[config.mk]
export PLATFORM = sky130hd
export DESIGN_NAME = calendar_date_adder_flat
export DESIGN_NICKNAME = d
export VERILOG_FILES = /design/src/hdl/cda_pkg.sv /design/src/hdl/cda_if.sv /design/src/hdl/cda_ctrl.sv /design/src/hdl/cda_datapath.sv /design/src/hdl/calendar_date_adder.sv /design/src/flat_wrapper.sv
export SDC_FILE = /design/constraint.sdc
export NUM_CORES = 1
export LEC_CHECK = 0
export BUFFER_PORTS_ARGS = -buffer_cell sky130_fd_sc_hd__buf_2
export CORE_MARGIN = 3
export CORE_UTILIZATION = 30
export CTS_CLUSTER_DIAMETER = 40
export DETAILED_ROUTE_END_ITERATION = 6
export GPL_ROUTABILITY_DRIVEN = 0
export HOLD_SLACK_MARGIN = 0.08
export PLACE_DENSITY_LB_ADDON = 0.25
export SYNTH_ARGS = -nofsm -noshare
export SYNTH_HDL_FRONTEND = slang
export SYNTH_SLANG_ARGS = --single-unit
[constraint.sdc]
create_clock -name i_clk -period 6.45 [get_ports i_clk]
set_input_delay 0 -clock i_clk [delete_from_list [all_inputs] [get_ports i_clk]]
set_output_delay 0 -clock i_clk [all_outputs]
set_load 0.01 [all_outputs]
[src/hdl/cda_pkg.sv]
// ----------------------------------------------------------------------------
// Calendar date adder package
// Opcodes, status codes, controller/datapath command and status groups, and
// the leap-year and month-length helpers shared by the datapath.
// ----------------------------------------------------------------------------
package cda_pkg;

    typedef enum logic [1:0] {
        OP_SET        = 2'd0,
        OP_ADD_DAYS   = 2'd1,
        OP_ADD_MONTHS = 2'd2,
        OP_ADD_YEARS  = 2'd3
    } t_op;

    localparam logic [1:0]  ST_OK       = 2'd0;
    localparam logic [1:0]  ST_BAD_DATE = 2'd1;
    localparam logic [1:0]  ST_RANGE    = 2'd2;

    localparam logic [15:0] RESET_YEAR  = 16'd2001;
    localparam logic [3:0]  RESET_MONTH = 4'd1;
    localparam logic [4:0]  RESET_DAY   = 5'd1;

    localparam logic [15:0] YEAR_MAX    = 16'hFFFF;
    localparam logic [3:0]  MONTH_JAN   = 4'd1;
    localparam logic [3:0]  MONTH_FEB   = 4'd2;
    localparam logic [3:0]  MONTH_MAR   = 4'd3;
    localparam logic [3:0]  MONTH_DEC   = 4'd12;
    localparam logic [4:0]  LEAP_DAY    = 5'd29;

    // y is a multiple of 25 exactly when y * inv(25) mod 2^16 <= floor(65535 / 25)
    localparam logic [15:0] INV25       = 16'd23593;
    localparam logic [15:0] DIV25_LIMIT = 16'd2621;
    // floor(t / 3) = (t * 43691) >> 17 for t below 2^15
    localparam logic [15:0] RECIP3      = 16'd43691;

    typedef struct packed {
        logic load;
        logic set_chk;
        logic day_step;
        logic mdiv;
        logic madd;
        logic yadd;
        logic fix;
        logic commit;
    } t_cmd;

    typedef struct packed {
        t_op  op;
        logic n_zero;
        logic day_ovf;
        logic m_ovf;
        logic y_ovf;
    } t_stat;

    function automatic logic f_is_leap(input logic [15:0] y);
        logic [31:0] prod;
        logic        div25;
        prod  = 32'(y) * 32'(INV25);
        div25 = (prod[15:0] <= DIV25_LIMIT);
        // centuries count only when divisible by 400, i.e. also by 16
        return (y[1:0] == 2'd0) && (!div25 || (y[3:0] == 4'd0));
    endfunction

    function automatic logic [4:0] f_month_len(input logic [3:0] m, input logic leap);
        logic [4:0] len;
        case (m) inside
            MONTH_FEB:                len = leap ? 5'd29 : 5'd28;
            4'd4, 4'd6, 4'd9, 4'd11:  len = 5'd30;
            default:                  len = 5'd31;
        endcase
        return len;
    endfunction

endpackage

[src/hdl/cda_if.sv]
// ----------------------------------------------------------------------------
// Calendar date adder channels
// Request channel (operation and operands) and response channel (date and
// status), each a valid/ready handshake.
// ----------------------------------------------------------------------------
interface cda_req_if;
    logic        valid;
    logic        ready;
    logic [1:0]  opcode;
    logic [15:0] new_year;
    logic [3:0]  new_month;
    logic [4:0]  new_day;
    logic [15:0] amount;
    logic signed [15:0] year_delta;

    modport source (output valid, opcode, new_year, new_month, new_day, amount,
                    year_delta, input ready);
    modport sink   (input valid, opcode, new_year, new_month, new_day, amount,
                    year_delta, output ready);
endinterface

interface cda_rsp_if;
    logic        valid;
    logic        ready;
    logic [15:0] cur_year;
    logic [3:0]  cur_month;
    logic [4:0]  cur_day;
    logic [1:0]  status;

    modport source (output valid, cur_year, cur_month, cur_day, status, input ready);
    modport sink   (input valid, cur_year, cur_month, cur_day, status, output ready);
endinterface

[src/hdl/cda_ctrl.sv]
// ----------------------------------------------------------------------------
// Calendar date adder controller
// Sequences one request through the datapath and owns both handshakes.
// ----------------------------------------------------------------------------
module cda_ctrl (
    input  logic          i_clk,
    input  logic          i_rst_n,
    input  logic          i_in_valid,
    output logic          o_in_ready,
    output logic          o_out_valid,
    input  logic          i_out_ready,
    input  cda_pkg::t_stat i_stat,
    output cda_pkg::t_cmd  o_cmd
);
    import cda_pkg::*;

    typedef enum logic [9:0] {
        S_IDLE = 10'b00_0000_0001,
        S_DISP = 10'b00_0000_0010,
        S_SET  = 10'b00_0000_0100,
        S_DAYS = 10'b00_0000_1000,
        S_MDIV = 10'b00_0001_0000,
        S_MADD = 10'b00_0010_0000,
        S_YADD = 10'b00_0100_0000,
        S_LEAP = 10'b00_1000_0000,
        S_FIX  = 10'b01_0000_0000,
        S_DONE = 10'b10_0000_0000
    } t_state;

    t_state r_state, n_state;
    logic   r_out_valid, n_out_valid;
    t_cmd   cmd;

    always_comb begin
        n_state = r_state;
        cmd     = '0;
        unique case (r_state)
            S_IDLE: begin
                if (i_in_valid) begin
                    cmd.load = 1'b1;
                    n_state  = S_DISP;
                end
            end
            S_DISP: begin
                unique case (i_stat.op)
                    OP_SET:        n_state = S_SET;
                    OP_ADD_DAYS:   n_state = S_DAYS;
                    OP_ADD_MONTHS: n_state = S_MDIV;
                    OP_ADD_YEARS:  n_state = S_YADD;
                    default:       n_state = S_IDLE;
                endcase
            end
            S_SET: begin
                cmd.set_chk = 1'b1;
                n_state     = S_DONE;
            end
            S_DAYS: begin
                // walk one month per cycle until the remaining count is spent or the year overflows
                if (i_stat.n_zero) begin
                    n_state = S_DONE;
                end else begin
                    cmd.day_step = 1'b1;
                    if (i_stat.day_ovf) begin
                        n_state = S_DONE;
                    end
                end
            end
            S_MDIV: begin
                cmd.mdiv = 1'b1;
                n_state  = S_MADD;
            end
            S_MADD: begin
                cmd.madd = 1'b1;
                n_state  = i_stat.m_ovf ? S_DONE : S_LEAP;
            end
            S_YADD: begin
                cmd.yadd = 1'b1;
                n_state  = i_stat.y_ovf ? S_DONE : S_LEAP;
            end
            S_LEAP: begin
                // wait here so the leap flag follows the new year
                n_state = S_FIX;
            end
            S_FIX: begin
                cmd.fix = 1'b1;
                n_state = S_DONE;
            end
            S_DONE: begin
                if (!r_out_valid || i_out_ready) begin
                    cmd.commit = 1'b1;
                    n_state    = S_IDLE;
                end
            end
            default: n_state = S_IDLE;
        endcase
    end

    always_comb begin
        n_out_valid = r_out_valid;
        if (cmd.commit) begin
            n_out_valid = 1'b1;
        end else if (r_out_valid && i_out_ready) begin
            n_out_valid = 1'b0;
        end
    end

    always_ff @(posedge i_clk) begin
        if (!i_rst_n) begin
            r_state     <= S_IDLE;
            r_out_valid <= 1'b0;
        end else begin
            r_state     <= n_state;
            r_out_valid <= n_out_valid;
        end
    end

    assign o_in_ready  = (r_state == S_IDLE);
    assign o_out_valid = r_out_valid;
    assign o_cmd       = cmd;

endmodule

[src/hdl/cda_datapath.sv]
// ----------------------------------------------------------------------------
// Calendar date adder datapath
// Stored date, working date, day counter, month divider and leap flag.
// ----------------------------------------------------------------------------
module cda_datapath (
    input  logic                i_clk,
    input  logic                i_rst_n,
    input  cda_pkg::t_cmd       i_cmd,
    output cda_pkg::t_stat      o_stat,
    input  cda_pkg::t_op        i_opcode,
    input  logic [15:0]         i_new_year,
    input  logic [3:0]          i_new_month,
    input  logic [4:0]          i_new_day,
    input  logic [15:0]         i_amount,
    input  logic signed [15:0]  i_year_delta,
    output logic [15:0]         o_cur_year,
    output logic [3:0]          o_cur_month,
    output logic [4:0]          o_cur_day,
    output logic [1:0]          o_status
);
    import cda_pkg::*;

    // stored date
    logic [15:0] r_year;
    logic [3:0]  r_month;
    logic [4:0]  r_day;
    logic [1:0]  r_ostat;

    // working copy
    t_op         r_op;
    logic [15:0] r_wy;
    logic [3:0]  r_wm;
    logic [4:0]  r_wd;
    logic [15:0] r_n;
    logic [16:0] r_total;
    logic [13:0] r_q;
    logic [3:0]  r_nm;
    logic [4:0]  r_nd;
    logic [15:0] r_delta;
    logic [1:0]  r_status;
    logic        r_leap;

    logic [4:0]  len;
    logic [16:0] day_sum;
    logic        day_over;
    logic [16:0] day_rem;
    logic        day_ovf;
    logic [30:0] mul_prod;
    logic [16:0] m_sum;
    logic [16:0] q12;
    logic [16:0] m_rem;
    logic [17:0] y_sum;
    logic        y_ovf;
    logic        set_ok;

    assign len      = f_month_len(r_wm, r_leap);
    assign day_sum  = {12'd0, r_wd} + {1'b0, r_n};
    assign day_over = (day_sum > {12'd0, len});
    assign day_rem  = day_sum - {12'd0, len} - 17'd1;
    assign day_ovf  = (r_n != 16'd0) && day_over && (r_wm >= MONTH_DEC) && (r_wy == YEAR_MAX);

    assign mul_prod = 31'(r_total[16:2]) * 31'(RECIP3);
    assign m_sum    = {1'b0, r_wy} + {3'd0, r_q};
    assign q12      = ({3'd0, r_q} << 3) + ({3'd0, r_q} << 2);
    assign m_rem    = r_total - q12;

    assign y_sum    = {2'b00, r_wy} + {{2{r_delta[15]}}, r_delta};
    assign y_ovf    = y_sum[17] || y_sum[16];

    assign set_ok   = (r_nm >= MONTH_JAN) && (r_nm <= MONTH_DEC) && (r_nd != 5'd0)
                   && (r_nd <= f_month_len(r_nm, r_leap));

    assign o_stat.op      = r_op;
    assign o_stat.n_zero  = (r_n == 16'd0);
    assign o_stat.day_ovf = day_ovf;
    assign o_stat.m_ovf   = m_sum[16];
    assign o_stat.y_ovf   = y_ovf;

    always_ff @(posedge i_clk) begin
        r_leap <= f_is_leap(r_wy);
        if (i_cmd.load) begin
            r_op     <= i_opcode;
            r_wy     <= (i_opcode == OP_SET) ? i_new_year : r_year;
            r_wm     <= r_month;
            r_wd     <= r_day;
            r_n      <= i_amount;
            r_total  <= {13'd0, r_month - 4'd1} + {1'b0, i_amount};
            r_nm     <= i_new_month;
            r_nd     <= i_new_day;
            r_delta  <= i_year_delta;
            r_status <= ST_OK;
        end
        if (i_cmd.set_chk) begin
            if (set_ok) begin
                r_wm <= r_nm;
                r_wd <= r_nd;
            end else begin
                r_status <= ST_BAD_DATE;
            end
        end
        if (i_cmd.day_step) begin
            if (day_over) begin
                r_n  <= day_rem[15:0];
                r_wd <= 5'd1;
                if (r_wm >= MONTH_DEC) begin
                    r_wm <= MONTH_JAN;
                    if (r_wy == YEAR_MAX) begin
                        r_status <= ST_RANGE;
                    end else begin
                        r_wy <= r_wy + 16'd1;
                    end
                end else begin
                    r_wm <= r_wm + 4'd1;
                end
            end else begin
                r_wd <= day_sum[4:0];
                r_n  <= 16'd0;
            end
        end
        if (i_cmd.mdiv) begin
            r_q <= mul_prod[30:17];
        end
        if (i_cmd.madd) begin
            if (m_sum[16]) begin
                r_status <= ST_RANGE;
            end else begin
                r_wy <= m_sum[15:0];
                r_wm <= m_rem[3:0] + 4'd1;
            end
        end
        if (i_cmd.yadd) begin
            if (y_ovf) begin
                r_status <= ST_RANGE;
            end else begin
                r_wy <= y_sum[15:0];
            end
        end
        if (i_cmd.fix) begin
            if (r_op == OP_ADD_MONTHS) begin
                // clamp the day to the new month
                if (r_wd > len) begin
                    r_wd <= len;
                end
            end else if ((r_wm == MONTH_FEB) && (r_wd == LEAP_DAY) && !r_leap) begin
                r_wm <= MONTH_MAR;
                r_wd <= 5'd1;
            end
        end
        if (i_cmd.commit) begin
            r_ostat <= r_status;
        end
    end

    always_ff @(posedge i_clk) begin
        if (!i_rst_n) begin
            r_year  <= RESET_YEAR;
            r_month <= RESET_MONTH;
            r_day   <= RESET_DAY;
        end else if (i_cmd.commit && (r_status == ST_OK)) begin
            r_year  <= r_wy;
            r_month <= r_wm;
            r_day   <= r_wd;
        end
    end

    assign o_cur_year  = r_year;
    assign o_cur_month = r_month;
    assign o_cur_day   = r_day;
    assign o_status    = r_ostat;

endmodule

[src/hdl/calendar_date_adder.sv]
// ----------------------------------------------------------------------------
// Calendar date adder
// Holds one Gregorian date and applies set / add days / add months / add
// years requests to it, answering each with the stored date and a status.
// ----------------------------------------------------------------------------
// Usage:
//   i_req carries one request (opcode and operands); o_rsp returns exactly
//   one response per request: the stored date after the request and a
//   status (ok, invalid date refused, year out of range refused). A refused
//   request leaves the date unchanged.
//   One request is in work at a time. After a dispatch state, set date
//   runs a check state; add years adds the delta and add months divides
//   and adds, each then waiting for the leap flag and fixing the day unless
//   the year is out of range; add days walks the date one month per cycle.
//   Every request ends in a done state that commits its response. The next
//   request is taken no earlier than the edge at which the current response
//   could first be taken, so no request is taken before the response to the
//   last one is committed.
//   i_req.ready is high only while no request is in work. A response waits
//   in the output register while o_rsp.ready is low; a new request may be
//   accepted meanwhile and is held at its end until the response is taken.
//   Reset (synchronous, active low) sets the date to 1 January 2001 and
//   drops any pending response.
// ----------------------------------------------------------------------------
module calendar_date_adder (
    input  logic     i_clk,
    input  logic     i_rst_n,
    cda_req_if.sink  i_req,
    cda_rsp_if.source o_rsp
);
    import cda_pkg::*;

    t_cmd  cmd;
    t_stat stat;

    cda_ctrl u_ctrl (
        .i_clk       (i_clk),
        .i_rst_n     (i_rst_n),
        .i_in_valid  (i_req.valid),
        .o_in_ready  (i_req.ready),
        .o_out_valid (o_rsp.valid),
        .i_out_ready (o_rsp.ready),
        .i_stat      (stat),
        .o_cmd       (cmd)
    );

    cda_datapath u_dp (
        .i_clk        (i_clk),
        .i_rst_n      (i_rst_n),
        .i_cmd        (cmd),
        .o_stat       (stat),
        .i_opcode     (t_op'(i_req.opcode)),
        .i_new_year   (i_req.new_year),
        .i_new_month  (i_req.new_month),
        .i_new_day    (i_req.new_day),
        .i_amount     (i_req.amount),
        .i_year_delta (i_req.year_delta),
        .o_cur_year   (o_rsp.cur_year),
        .o_cur_month  (o_rsp.cur_month),
        .o_cur_day    (o_rsp.cur_day),
        .o_status     (o_rsp.status)
    );

    a_commit_slot_free: assert property (@(posedge i_clk) disable iff (!i_rst_n)
        cmd.commit |-> (!o_rsp.valid || o_rsp.ready))
        else $error("response committed over a pending response");

    a_commit_shows: assert property (@(posedge i_clk) disable iff (!i_rst_n)
        cmd.commit |=> o_rsp.valid)
        else $error("committed response not presented");

    a_accept_busy: assert property (@(posedge i_clk) disable iff (!i_rst_n)
        (i_req.valid && i_req.ready) |=> !i_req.ready)
        else $error("second request taken while one is in work");

    a_month_range: assert property (@(posedge i_clk) disable iff (!i_rst_n)
        o_rsp.valid |-> ((o_rsp.cur_month >= MONTH_JAN) && (o_rsp.cur_month <= MONTH_DEC)
                         && (o_rsp.cur_day != 5'd0)
                         && (o_rsp.status <= ST_RANGE)))
        else $error("stored date or status out of range");

endmodule
[src/flat_wrapper.sv]
// flat-port wrapper written by rule: the top's interface ports become plain ports
module calendar_date_adder_flat import cda_pkg::*;
  (i_clk, i_rst_n, i_req_valid, i_req_opcode, i_req_new_year, i_req_new_month, i_req_new_day, i_req_amount, i_req_year_delta, i_req_ready, o_rsp_valid, o_rsp_cur_year, o_rsp_cur_month, o_rsp_cur_day, o_rsp_status, o_rsp_ready);
  cda_req_if i_req_i ();
  cda_rsp_if o_rsp_i ();
  input  logic i_clk;
  input  logic i_rst_n;
  input wire logic [$bits(i_req_i.valid)-1:0] i_req_valid;
  input wire logic [$bits(i_req_i.opcode)-1:0] i_req_opcode;
  input wire logic [$bits(i_req_i.new_year)-1:0] i_req_new_year;
  input wire logic [$bits(i_req_i.new_month)-1:0] i_req_new_month;
  input wire logic [$bits(i_req_i.new_day)-1:0] i_req_new_day;
  input wire logic [$bits(i_req_i.amount)-1:0] i_req_amount;
  input wire logic [$bits(i_req_i.year_delta)-1:0] i_req_year_delta;
  output wire logic [$bits(i_req_i.ready)-1:0] i_req_ready;
  output wire logic [$bits(o_rsp_i.valid)-1:0] o_rsp_valid;
  output wire logic [$bits(o_rsp_i.cur_year)-1:0] o_rsp_cur_year;
  output wire logic [$bits(o_rsp_i.cur_month)-1:0] o_rsp_cur_month;
  output wire logic [$bits(o_rsp_i.cur_day)-1:0] o_rsp_cur_day;
  output wire logic [$bits(o_rsp_i.status)-1:0] o_rsp_status;
  input wire logic [$bits(o_rsp_i.ready)-1:0] o_rsp_ready;
  assign i_req_i.valid = i_req_valid;
  assign i_req_i.opcode = i_req_opcode;
  assign i_req_i.new_year = i_req_new_year;
  assign i_req_i.new_month = i_req_new_month;
  assign i_req_i.new_day = i_req_new_day;
  assign i_req_i.amount = i_req_amount;
  assign i_req_i.year_delta = i_req_year_delta;
  assign i_req_ready = i_req_i.ready;
  assign o_rsp_valid = o_rsp_i.valid;
  assign o_rsp_cur_year = o_rsp_i.cur_year;
  assign o_rsp_cur_month = o_rsp_i.cur_month;
  assign o_rsp_cur_day = o_rsp_i.cur_day;
  assign o_rsp_status = o_rsp_i.status;
  assign o_rsp_i.ready = o_rsp_ready;
  calendar_date_adder u_core (.i_clk(i_clk), .i_rst_n(i_rst_n), .i_req(i_req_i), .o_rsp(o_rsp_i));
endmodule
==> impl_metrics.sql, run 1 <==
INSERT INTO impl_metrics (metric_group, metric, value, unit) VALUES
('logic_synthesis', 'yosys_warnings', '0', ''),
('timing', 'setup_viol', '0', ''),
('finish', 'final_cell_mix', 'sky130_fd_sc_hd__ha_1, sky130_fd_sc_hd__inv_1, sky130_fd_sc_hd__nand2_1, sky130_fd_sc_hd__buf_2, sky130_fd_sc_hd__nor2_1', ''),
('detailed_routing', 'detailedRoute.firstIterationViolations', '513', ''),
('cts', 'path_clk_slew', '0.07', 'ns'),
('grt', 'wire_length_of_the_first_global_routing_pass', '59.42', 'mm'),
('worst_setup_path', 'crit_type', 'flop to flop', ''),
('worst_hold_path', 'min_path_type', 'primary input to flop', ''),
('timing', 'layout_setup_ws', '0.6798', 'ns'),
('timing', 'final-max-slew-violation-count', '0', ''),
('finish', 'final_net_count', '2000', ''),
('logic_synthesis', 'mappedNetlistArea', '0.01396', 'sq mm'),
('timing', 'slew_headroom', '28.87', '%'),
('worst_setup_path', 'worst_ep_required_time', '6.66', 'ns'),
('finish', 'diodes', '0', ''),
('logic_synthesis', 'compound_cell_area_share_of_the_yosys_netlist', '14.14', '%'),
('placed_design', 'dp_worst_slack', '0.6306', 'ns'),
('cts', 'tritoncts.num_buffers', '17', ''),
('detailed_routing', 'detail_route.drc_violations', '0', ''),
('timing', 'min_period_over_period', '89.46', '%'),
('timing', 'final.min_clock_period', '5.770', 'ns'),
('cts', 'cts.htree.levels', '4', ''),
('worst_setup_path', 'critPathArrivalTime', '5.98', 'ns'),
('logic_synthesis', 'netlist-cell-type-count', '85', ''),
('logic_synthesis', 'dominantRegCellSynth', 'sky130_fd_sc_hd__edfxtp_1', ''),
('worst_setup_path', 'startpoint_type', 'flop', ''),
('worst_setup_path', 'timing.reg2reg.setup_slack', '0.68', 'ns'),
('cts', 'clock_insertion_delay_worst_skew', '0.46', 'ns'),
('cts', 'clk_root_buffer_cell', 'sky130_fd_sc_hd__clkbuf_16', ''),
('grt', 'first_global_vias', '10940', ''),
('worst_setup_path', 'worstSetupEndpointType', 'flop', ''),
('cts', 'cts_tree', 'done', ''),
('logic_synthesis', 'synth_xor_xnor_area_share', '6.148', '%'),
('run', 'drv_cap', '0', ''),
('logic_synthesis', 'synth-seq-cells', '140', ''),
('timing', 'rsz0062_at_grt', 'false', ''),
('floorplanning', 'die_area', '0.04916', 'sq mm'),
('logic_synthesis', 'muxShareOfSynthArea', '1.479', '%'),
('logic_synthesis', 'syn_avg_cell_area', '9.333', 'sq um'),
('detailed_routing', 'detail_route.first_pass.iterations', '6', ''),
('finish', 'area.growth.synth_to_final', '16.22', '%'),
('status', 'run_status', 'finished clean', ''),
('logic_synthesis', 'post_synth_fa_ha_maj_area_fraction', '32.14', '%'),
('worst_setup_path', 'crit_fanout', '3', ''),
('detailed_routing', 'drt_wl_total', '36.44', 'mm'),
('finish', 'layout-drive-gt1-share', '10.53', '%'),
('grt', 'grt-ovfl-total', '0', ''),
('floorplanning', 'io_pins', '92', ''),
('floorplanning', 'core', '0.04567', 'sq mm'),
('placed_design', 'numPortBuffers', '91', ''),
('logic_synthesis', 'synth_simple_gate_area_share', '14.48', '%'),
('logic_synthesis', 'synth_seq_area_share', '25.52', '%'),
('grt', 'number_of_antenna_violations_at_the_first_check_in_global_routing', '0', ''),
('floorplanning', 'start_util', '30.57', '%'),
('detailed_routing', 'routedWlPerCell', '16.25', 'microns'),
('timing', 'worst_clock_skew', '0.01603', 'ns'),
('floorplanning', 'die_x', '221.7', 'microns'),
('finish', 'post-route-util', '35.53', '%'),
('placed_design', 'detailedPlacementHpwl', '29.60', 'mm'),
('finish', 'layout.cells.most_common', 'sky130_fd_sc_hd__ha_1', ''),
('cts', 'clock_path_buffers', '2', ''),
('grt', 'maximum_number_of_pins_on_one_net_before_global_route_repair', '42', ''),
('detailed_routing', 'vias_per_cell', '4.906', ''),
('logic_synthesis', 'synth_edf_count', '76', ''),
('detailed_routing', 'drt.antenna.violating_nets', '0', ''),
('logic_synthesis', 'synth_top_family_by_area', 'adder cells', ''),
('logic_synthesis', 'async_flop_share', '0', '%'),
('logic_synthesis', 'synth_cells', '1496', ''),
('timing', 'worst_pin_slew', '1.059', 'ns'),
('cts', 'cts.sink_count', '140', ''),
('power_and_ir_drop', 'vdd.ir_drop.worst', '288.2', 'uV'),
('cts', 'cts.repair_timing.setup_buffer_count', '0', ''),
('timing', 'report.final.hold_viol_count', '0', ''),
('power_and_ir_drop', 'p_per_area', '389.9', 'mW/mm^2'),
('logic_synthesis', 'synth_nets', '1866', ''),
('power_and_ir_drop', 'leakagePower', '7.245', 'nW'),
('grt', 'gr-usage-all-layers', '15.02', '%'),
('timing', 'final.setup.tns', '0', 'ns'),
('detailed_routing', 'vias', '11010', ''),
('floorplanning', 'placement_rows', '78', ''),
('floorplanning', 'die_height', '221.7', 'microns'),
('timing', 'fmax', '173.3', 'MHz');
## critical path, stage by stage (launching register included)
cell                       delay [ns]
sky130_fd_sc_hd__edfxtp_1        0.45
sky130_fd_sc_hd__ha_1            0.34
sky130_fd_sc_hd__inv_1           0.07
sky130_fd_sc_hd__fa_1            0.42
sky130_fd_sc_hd__inv_1           0.16
sky130_fd_sc_hd__fa_1            0.43
sky130_fd_sc_hd__inv_1           0.08
sky130_fd_sc_hd__fa_1            0.43
sky130_fd_sc_hd__fa_1            0.54
sky130_fd_sc_hd__inv_1           0.06
sky130_fd_sc_hd__fa_1            0.45
sky130_fd_sc_hd__ha_1            0.31
sky130_fd_sc_hd__a21oi_1         0.07
sky130_fd_sc_hd__o211ai_1        0.17
sky130_fd_sc_hd__a21oi_1         0.08
sky130_fd_sc_hd__or3b_2          0.53
sky130_fd_sc_hd__a21oi_1         0.22
sky130_fd_sc_hd__o311a_1         0.26
sky130_fd_sc_hd__a31oi_1         0.13
sky130_fd_sc_hd__nand2b_1        0.13
sky130_fd_sc_hd__a21oi_1         0.09
sky130_fd_sc_hd__xnor2_1         0.12
## flip-flops by register name, summed over array words and instances, names as in the netlist
signal and count:
u_core.u_dp.r_total 17, u_core.u_dp.o_cur_year 16, u_core.u_dp.r_delta 16, u_core.u_dp.r_n 16, u_core.u_dp.r_wy 16, u_core.u_dp.r_q 14
u_core.u_ctrl.r_state 10, u_core.u_dp.o_cur_day 5, u_core.u_dp.r_nd 5, u_core.u_dp.r_wd 5, u_core.u_dp.o_cur_month 4, u_core.u_dp.r_nm 4
u_core.u_dp.r_wm 4, u_core.u_dp.o_status 2, u_core.u_dp.r_op 2, u_core.u_dp.r_status 2, u_core.u_ctrl.o_out_valid 1, u_core.u_dp.r_leap 1
## timing repair
item                      CTS  global route
hold buffers               51             0
gates resized for setup     0             0
hold endpoints to repair   76             0
## Yosys cell counts (4+ instances only)
| master | instances | area (sq um) |
|---|---|---|
| sky130_fd_sc_hd__clkbuf_1 | 33 | 123.9 |
| sky130_fd_sc_hd__mux2i_1 | 15 | 150.1 |
| sky130_fd_sc_hd__o21bai_1 | 6 | 45.04 |
| sky130_fd_sc_hd__or2_2 | 8 | 50.05 |
| sky130_fd_sc_hd__and2_1 | 13 | 81.33 |
| sky130_fd_sc_hd__a22oi_1 | 6 | 45.04 |
| sky130_fd_sc_hd__o221ai_1 | 4 | 35.03 |
| sky130_fd_sc_hd__nand3b_1 | 6 | 45.04 |
| sky130_fd_sc_hd__o211ai_1 | 15 | 112.6 |
| sky130_fd_sc_hd__nand2_1 | 161 | 604.3 |
| sky130_fd_sc_hd__o21ai_0 | 35 | 175.2 |
| sky130_fd_sc_hd__nand2b_1 | 11 | 68.82 |
| sky130_fd_sc_hd__nand3_1 | 45 | 225.2 |
| sky130_fd_sc_hd__and3_1 | 9 | 56.30 |
| sky130_fd_sc_hd__o31ai_1 | 20 | 150.1 |
| sky130_fd_sc_hd__or3_1 | 6 | 37.54 |
| sky130_fd_sc_hd__a32oi_1 | 4 | 35.03 |
| sky130_fd_sc_hd__mux2_2 | 5 | 56.30 |
| sky130_fd_sc_hd__a21o_1 | 18 | 135.1 |
| sky130_fd_sc_hd__xor2_1 | 34 | 297.8 |
| sky130_fd_sc_hd__o31a_1 | 4 | 35.03 |
| sky130_fd_sc_hd__a21boi_0 | 18 | 135.1 |
| sky130_fd_sc_hd__o22ai_1 | 5 | 31.28 |
| sky130_fd_sc_hd__inv_1 | 182 | 683.2 |
| sky130_fd_sc_hd__dfxtp_1 | 64 | 1281 |
| sky130_fd_sc_hd__nor2_1 | 88 | 330.3 |
| sky130_fd_sc_hd__xnor2_1 | 64 | 560.5 |
| sky130_fd_sc_hd__ha_1 | 221 | 2765 |
| sky130_fd_sc_hd__nor3_1 | 28 | 140.1 |
| sky130_fd_sc_hd__a31oi_1 | 17 | 106.4 |
| sky130_fd_sc_hd__edfxtp_1 | 76 | 2282 |
| sky130_fd_sc_hd__a211oi_1 | 12 | 90.09 |
| sky130_fd_sc_hd__a21oi_1 | 60 | 300.3 |
| sky130_fd_sc_hd__nand4_1 | 11 | 68.82 |
| sky130_fd_sc_hd__nor4_1 | 7 | 43.79 |
| sky130_fd_sc_hd__fa_1 | 86 | 1722 |
| sky130_fd_sc_hd__o21a_1 | 13 | 97.59 |
| sky130_fd_sc_hd__nor2b_1 | 11 | 68.82 |
| sky130_fd_sc_hd__a311oi_1 | 7 | 61.31 |
## final cells by class
type | count | area, sq um
clock inverters | 12 | 110.1
clock buffers | 20 | 479.2
multi-input cells | 1135 | 9588
repair buffers | 153 | 1049
flip-flops and latches | 140 | 3563
fillers | 4700 | 29450
well taps | 600 | 750.7
inverters | 183 | 686.9
## through the flow
step | power [mW] | instances | cell area [sq um] | hold WS, ns
floorplan | 4.480 | 1496 | 13960 | 0.09887
global placement | 5.296 | 2160 | 15130 | 0.1778
detailed placement | 5.372 | 2160 | 15130 | 0.1782
CTS | 6.446 | 2243 | 16230 | 0.09657
global route | 7.141 | 2243 | 16230 | 0.1592
finish | 6.327 | 2243 | 16230 | 0.1462
## path summary, 6_finish.rpt
kind / startpoint / endpoint / depth (start not counted)
worst max-delay path: u_core.u_dp.r_total[4]$_DFFE_PP_ / u_core.u_dp.r_q[12]$_DFFE_PN_ / 21
worst max register to register: u_core.u_dp.r_total[4]$_DFFE_PP_ / u_core.u_dp.r_q[12]$_DFFE_PN_ / 21
worst min-delay path: i_req_new_year[10] / u_core.u_dp.r_wy[10]$_DFF_P_ / 5
worst min register to register: u_core.u_dp.o_cur_year[5]$_SDFFE_PN0P_ / u_core.u_dp.o_cur_year[5]$_SDFFE_PN0P_ / 2
## kinds of logic (layout without fill, tap and decap cells)
family                     after synthesis  after routing
AOI/OAI and AO/OA                      284            284
xor gates and xnor gates                98             98
adders and majority gates              307            307
buffers and inverters                  221            368
DFF                                    140            140
muxes                                   20             20
and+or+nand+nor                        426            426
## where the power goes
part / internal (mW) / total [mW] / switching (mW)
sequential: 1.10 / 1.20 / 0.106
combinational: 1.94 / 4.13 / 2.19
clock: 0.554 / 0.996 / 0.442
total: 3.59 / 6.33 / 2.74
## layer usage
layer	track usage (%)	vias up	part of all wire [%]
met5	0	-	0
met4	3.839	0	1.2
met3	2.251	20	3.3
met2	24.88	174	47
met1	20.58	5290	49
li1	-	5521	-
(Power assumes the default switching activity.)
==> run 2, diff against run 1 <==
--- a/config.mk
+++ b/config.mk
@@ -7,7 +7,7 @@
 export LEC_CHECK = 0
 export BUFFER_PORTS_ARGS = -buffer_cell sky130_fd_sc_hd__buf_2
 export CORE_MARGIN = 3
-export CORE_UTILIZATION = 30
+export CORE_UTILIZATION = 45
 export CTS_CLUSTER_DIAMETER = 40
 export DETAILED_ROUTE_END_ITERATION = 6
 export GPL_ROUTABILITY_DRIVEN = 0
==> run 2 against run 1 <==
  * Critical path depth is the same
  * Non-clock buffer count shrank 3
  * Sequential power is essentially flat
  * Largest cell class unchanged
  * Combinational power grew 3%
  * Core utilization grew 17 points
  * Sequential share of layout area grew 0.41 points
  * Final area shrank 1.8%
==> impl_metrics.sql, run 2 (synthesis results as in run 1) <==
INSERT INTO impl_metrics (metric_group, metric, value, unit) VALUES
('status', 'run_status', 'finished clean', ''),
('floorplanning', 'die_area', '0.03318', 'sq mm'),
('timing', 'final.setup.tns', '0', 'ns'),
('floorplanning', 'die_x', '182.1', 'microns'),
('cts', 'cts.htree.levels', '4', ''),
('finish', 'final_net_count', '1997', ''),
('finish', 'largest_reg_flops', '17', ''),
('finish', 'diodes', '0', ''),
('placed_design', 'numPortBuffers', '91', ''),
('detailed_routing', 'detailedRoute.firstIterationViolations', '748', ''),
('timing', 'final-max-slew-violation-count', '0', ''),
('cts', 'clock_path_buffers', '2', ''),
('detailed_routing', 'drt.antenna.violating_nets', '0', ''),
('grt', 'gr-usage-met1', '29.46', '%'),
('timing', 'min_period_over_period', '91.00', '%'),
('grt', 'wire_length_of_the_first_global_routing_pass', '57.04', 'mm'),
('detailed_routing', 'detail_route.first_pass.iterations', '5', ''),
('grt', 'gr-usage-all-layers', '21.21', '%'),
('detailed_routing', 'routedWlPerCell', '17.02', 'microns'),
('timing', 'rsz0062_at_grt', 'false', ''),
('cts', 'path_clk_slew', '0.07', 'ns'),
('grt', 'grt-ovfl-total', '0', ''),
('grt', 'number_of_antenna_violations_at_the_first_check_in_global_routing', '0', ''),
('floorplanning', 'start_util', '46.37', '%'),
('cts', 'cts.sink_count', '140', ''),
('worst_setup_path', 'crit_fanout', '3', ''),
('worst_hold_path', 'min_path_type', 'primary input to flop', ''),
('worst_setup_path', 'crit_type', 'flop to flop', ''),
('finish', 'final_cell_mix', 'sky130_fd_sc_hd__ha_1, sky130_fd_sc_hd__inv_1, sky130_fd_sc_hd__nand2_1, sky130_fd_sc_hd__buf_2, sky130_fd_sc_hd__nor2_1', ''),
('finish', 'layout-drive-gt1-share', '10.55', '%'),
('finish', 'layout.cells.most_common', 'sky130_fd_sc_hd__ha_1', ''),
('finish', 'top_register', 'u_core.u_dp.r_total', ''),
('run', 'drv_cap', '0', ''),
('worst_setup_path', 'worst_ep_required_time', '6.64', 'ns'),
('cts', 'cts_tree', 'done', ''),
('floorplanning', 'core', '0.03011', 'sq mm'),
('cts', 'cts.repair_timing.setup_buffer_count', '0', ''),
('timing', 'slew_headroom', '23.66', '%'),
('floorplanning', 'io_pins', '92', ''),
('grt', 'maximum_number_of_pins_on_one_net_before_global_route_repair', '47', ''),
('timing', 'report.final.hold_viol_count', '0', ''),
('detailed_routing', 'drt_wl_total', '34.55', 'mm'),
('floorplanning', 'placement_rows', '63', ''),
('grt', 'gr-usage-met2', '34.42', '%'),
('placed_design', 'detailedPlacementHpwl', '26.92', 'mm'),
('finish', 'fillerInstances', '2759', ''),
('grt', 'first_global_vias', '11230', ''),
('power_and_ir_drop', 'leakagePower', '7.215', 'nW'),
('power_and_ir_drop', 'p_per_area', '404.4', 'mW/mm^2'),
('detailed_routing', 'detail_route.drc_violations', '0', ''),
('cts', 'clock_insertion_delay_worst_skew', '0.45', 'ns'),
('grt', 'globalRouteMet3Util', '3.548', '%'),
('worst_setup_path', 'critPathArrivalTime', '6.06', 'ns'),
('timing', 'worst_pin_slew', '1.145', 'ns'),
('worst_setup_path', 'worstSetupEndpointType', 'flop', ''),
('worst_setup_path', 'startpoint_type', 'flop', ''),
('timing', 'setup_viol', '0', ''),
('floorplanning', 'die_height', '182.1', 'microns'),
('timing', 'final.min_clock_period', '5.870', 'ns'),
('power_and_ir_drop', 'vdd.ir_drop.worst', '444.9', 'uV'),
('detailed_routing', 'vias', '11190', ''),
('finish', 'area.growth.synth_to_final', '14.08', '%'),
('cts', 'tritoncts.num_buffers', '17', ''),
('detailed_routing', 'vias_per_cell', '5.512', ''),
('timing', 'worst_clock_skew', '0.01343', 'ns'),
('timing', 'fmax', '170.4', 'MHz'),
('power_and_ir_drop', 'total_power', '6.442', 'mW'),
('cts', 'clk_root_buffer_cell', 'sky130_fd_sc_hd__clkbuf_16', ''),
('grt', 'grt_busiest_layer', 'met2', '');
[run 2: metal layers]
layer | up-vias | part of all wire [%] | wire length (microns)
li1 | 5508 | - | -
met2 | 278 | 46 | 15990
met5 | - | 0 | 0
met3 | 38 | 5.6 | 1933
met4 | 0 | 1.4 | 486
met1 | 5365 | 47 | 16140
[run 2: cell type report]
type | instances | area (sq um) | share of cell area (%)
Multi-Input combinational cell | 1135 | 9580 | 60.15
Tap cell | 390 | 488.0 | 3.064
Inverter | 183 | 686.9 | 4.313
Sequential cell | 140 | 3563 | 22.37
Clock inverter | 15 | 165.2 | 1.037
Clock buffer | 17 | 425.4 | 2.671
Timing Repair Buffer | 150 | 1018 | 6.394
[run 2: final timing paths]
kind | slack (ns) | start | endpoint | cells past startpoint
worst min register to register | 0.48 | u_core.u_dp.o_cur_year[2]$_SDFFE_PN0P_ | u_core.u_dp.o_cur_year[2]$_SDFFE_PN0P_ | 2
worst max register to register | 0.58 | u_core.u_dp.r_total[4]$_DFFE_PP_ | u_core.u_dp.r_q[12]$_DFFE_PN_ | 21
worst max-delay path | 0.58 | u_core.u_dp.r_total[4]$_DFFE_PP_ | u_core.u_dp.r_q[12]$_DFFE_PN_ | 21
worst min-delay path | 0.10 | i_req_new_year[3] | u_core.u_dp.r_wy[3]$_DFF_P_ | 5
[run 2: power by group]
group | switching (mW) | internal, mW | total (mW)
Clock | 0.474 | 0.520 | 0.994
Combinational | 2.31 | 1.95 | 4.26
Sequential | 0.0910 | 1.10 | 1.19
[run 2: stage by stage]
step	cell area, sq um	std cells	worst slack [ns]	util (%)	hold slack [ns]
after floorplan	13960	1496	1.064	-	0.09887
after global placement	14860	1950	0.6931	49.34	0.1765
after detailed placement	14860	1950	0.6016	49.34	0.1781
after CTS	15930	2030	0.5860	52.90	0.08086
after global routing	15930	2030	0.2188	52.90	0.1345
final	15930	2030	0.5803	52.90	0.1015
[run 2: worst max-delay path: stages (launching register included)]
cell	delay [ns]
sky130_fd_sc_hd__edfxtp_1	0.45
sky130_fd_sc_hd__ha_1	0.35
sky130_fd_sc_hd__inv_1	0.08
sky130_fd_sc_hd__fa_1	0.42
sky130_fd_sc_hd__inv_1	0.16
sky130_fd_sc_hd__fa_1	0.45
sky130_fd_sc_hd__fa_1	0.49
sky130_fd_sc_hd__inv_1	0.05
sky130_fd_sc_hd__fa_1	0.51
sky130_fd_sc_hd__inv_1	0.06
sky130_fd_sc_hd__fa_1	0.45
sky130_fd_sc_hd__ha_1	0.29
sky130_fd_sc_hd__o21a_1	0.10
sky130_fd_sc_hd__o21ai_0	0.06
sky130_fd_sc_hd__a21oi_1	0.18
sky130_fd_sc_hd__or3b_2	0.51
sky130_fd_sc_hd__a21oi_1	0.25
sky130_fd_sc_hd__o311a_1	0.27
sky130_fd_sc_hd__a31oi_1	0.14
sky130_fd_sc_hd__nand2b_1	0.13
sky130_fd_sc_hd__a21oi_1	0.09
sky130_fd_sc_hd__xnor2_1	0.13
[run 2: timing repair]
| item | 4_1_cts | 5_1_grt |
|---|---|---|
| gates resized for setup | 0 | 0 |
| endpoints found under the hold margin | 72 | 0 |
| hold buffers | 48 | 0 |
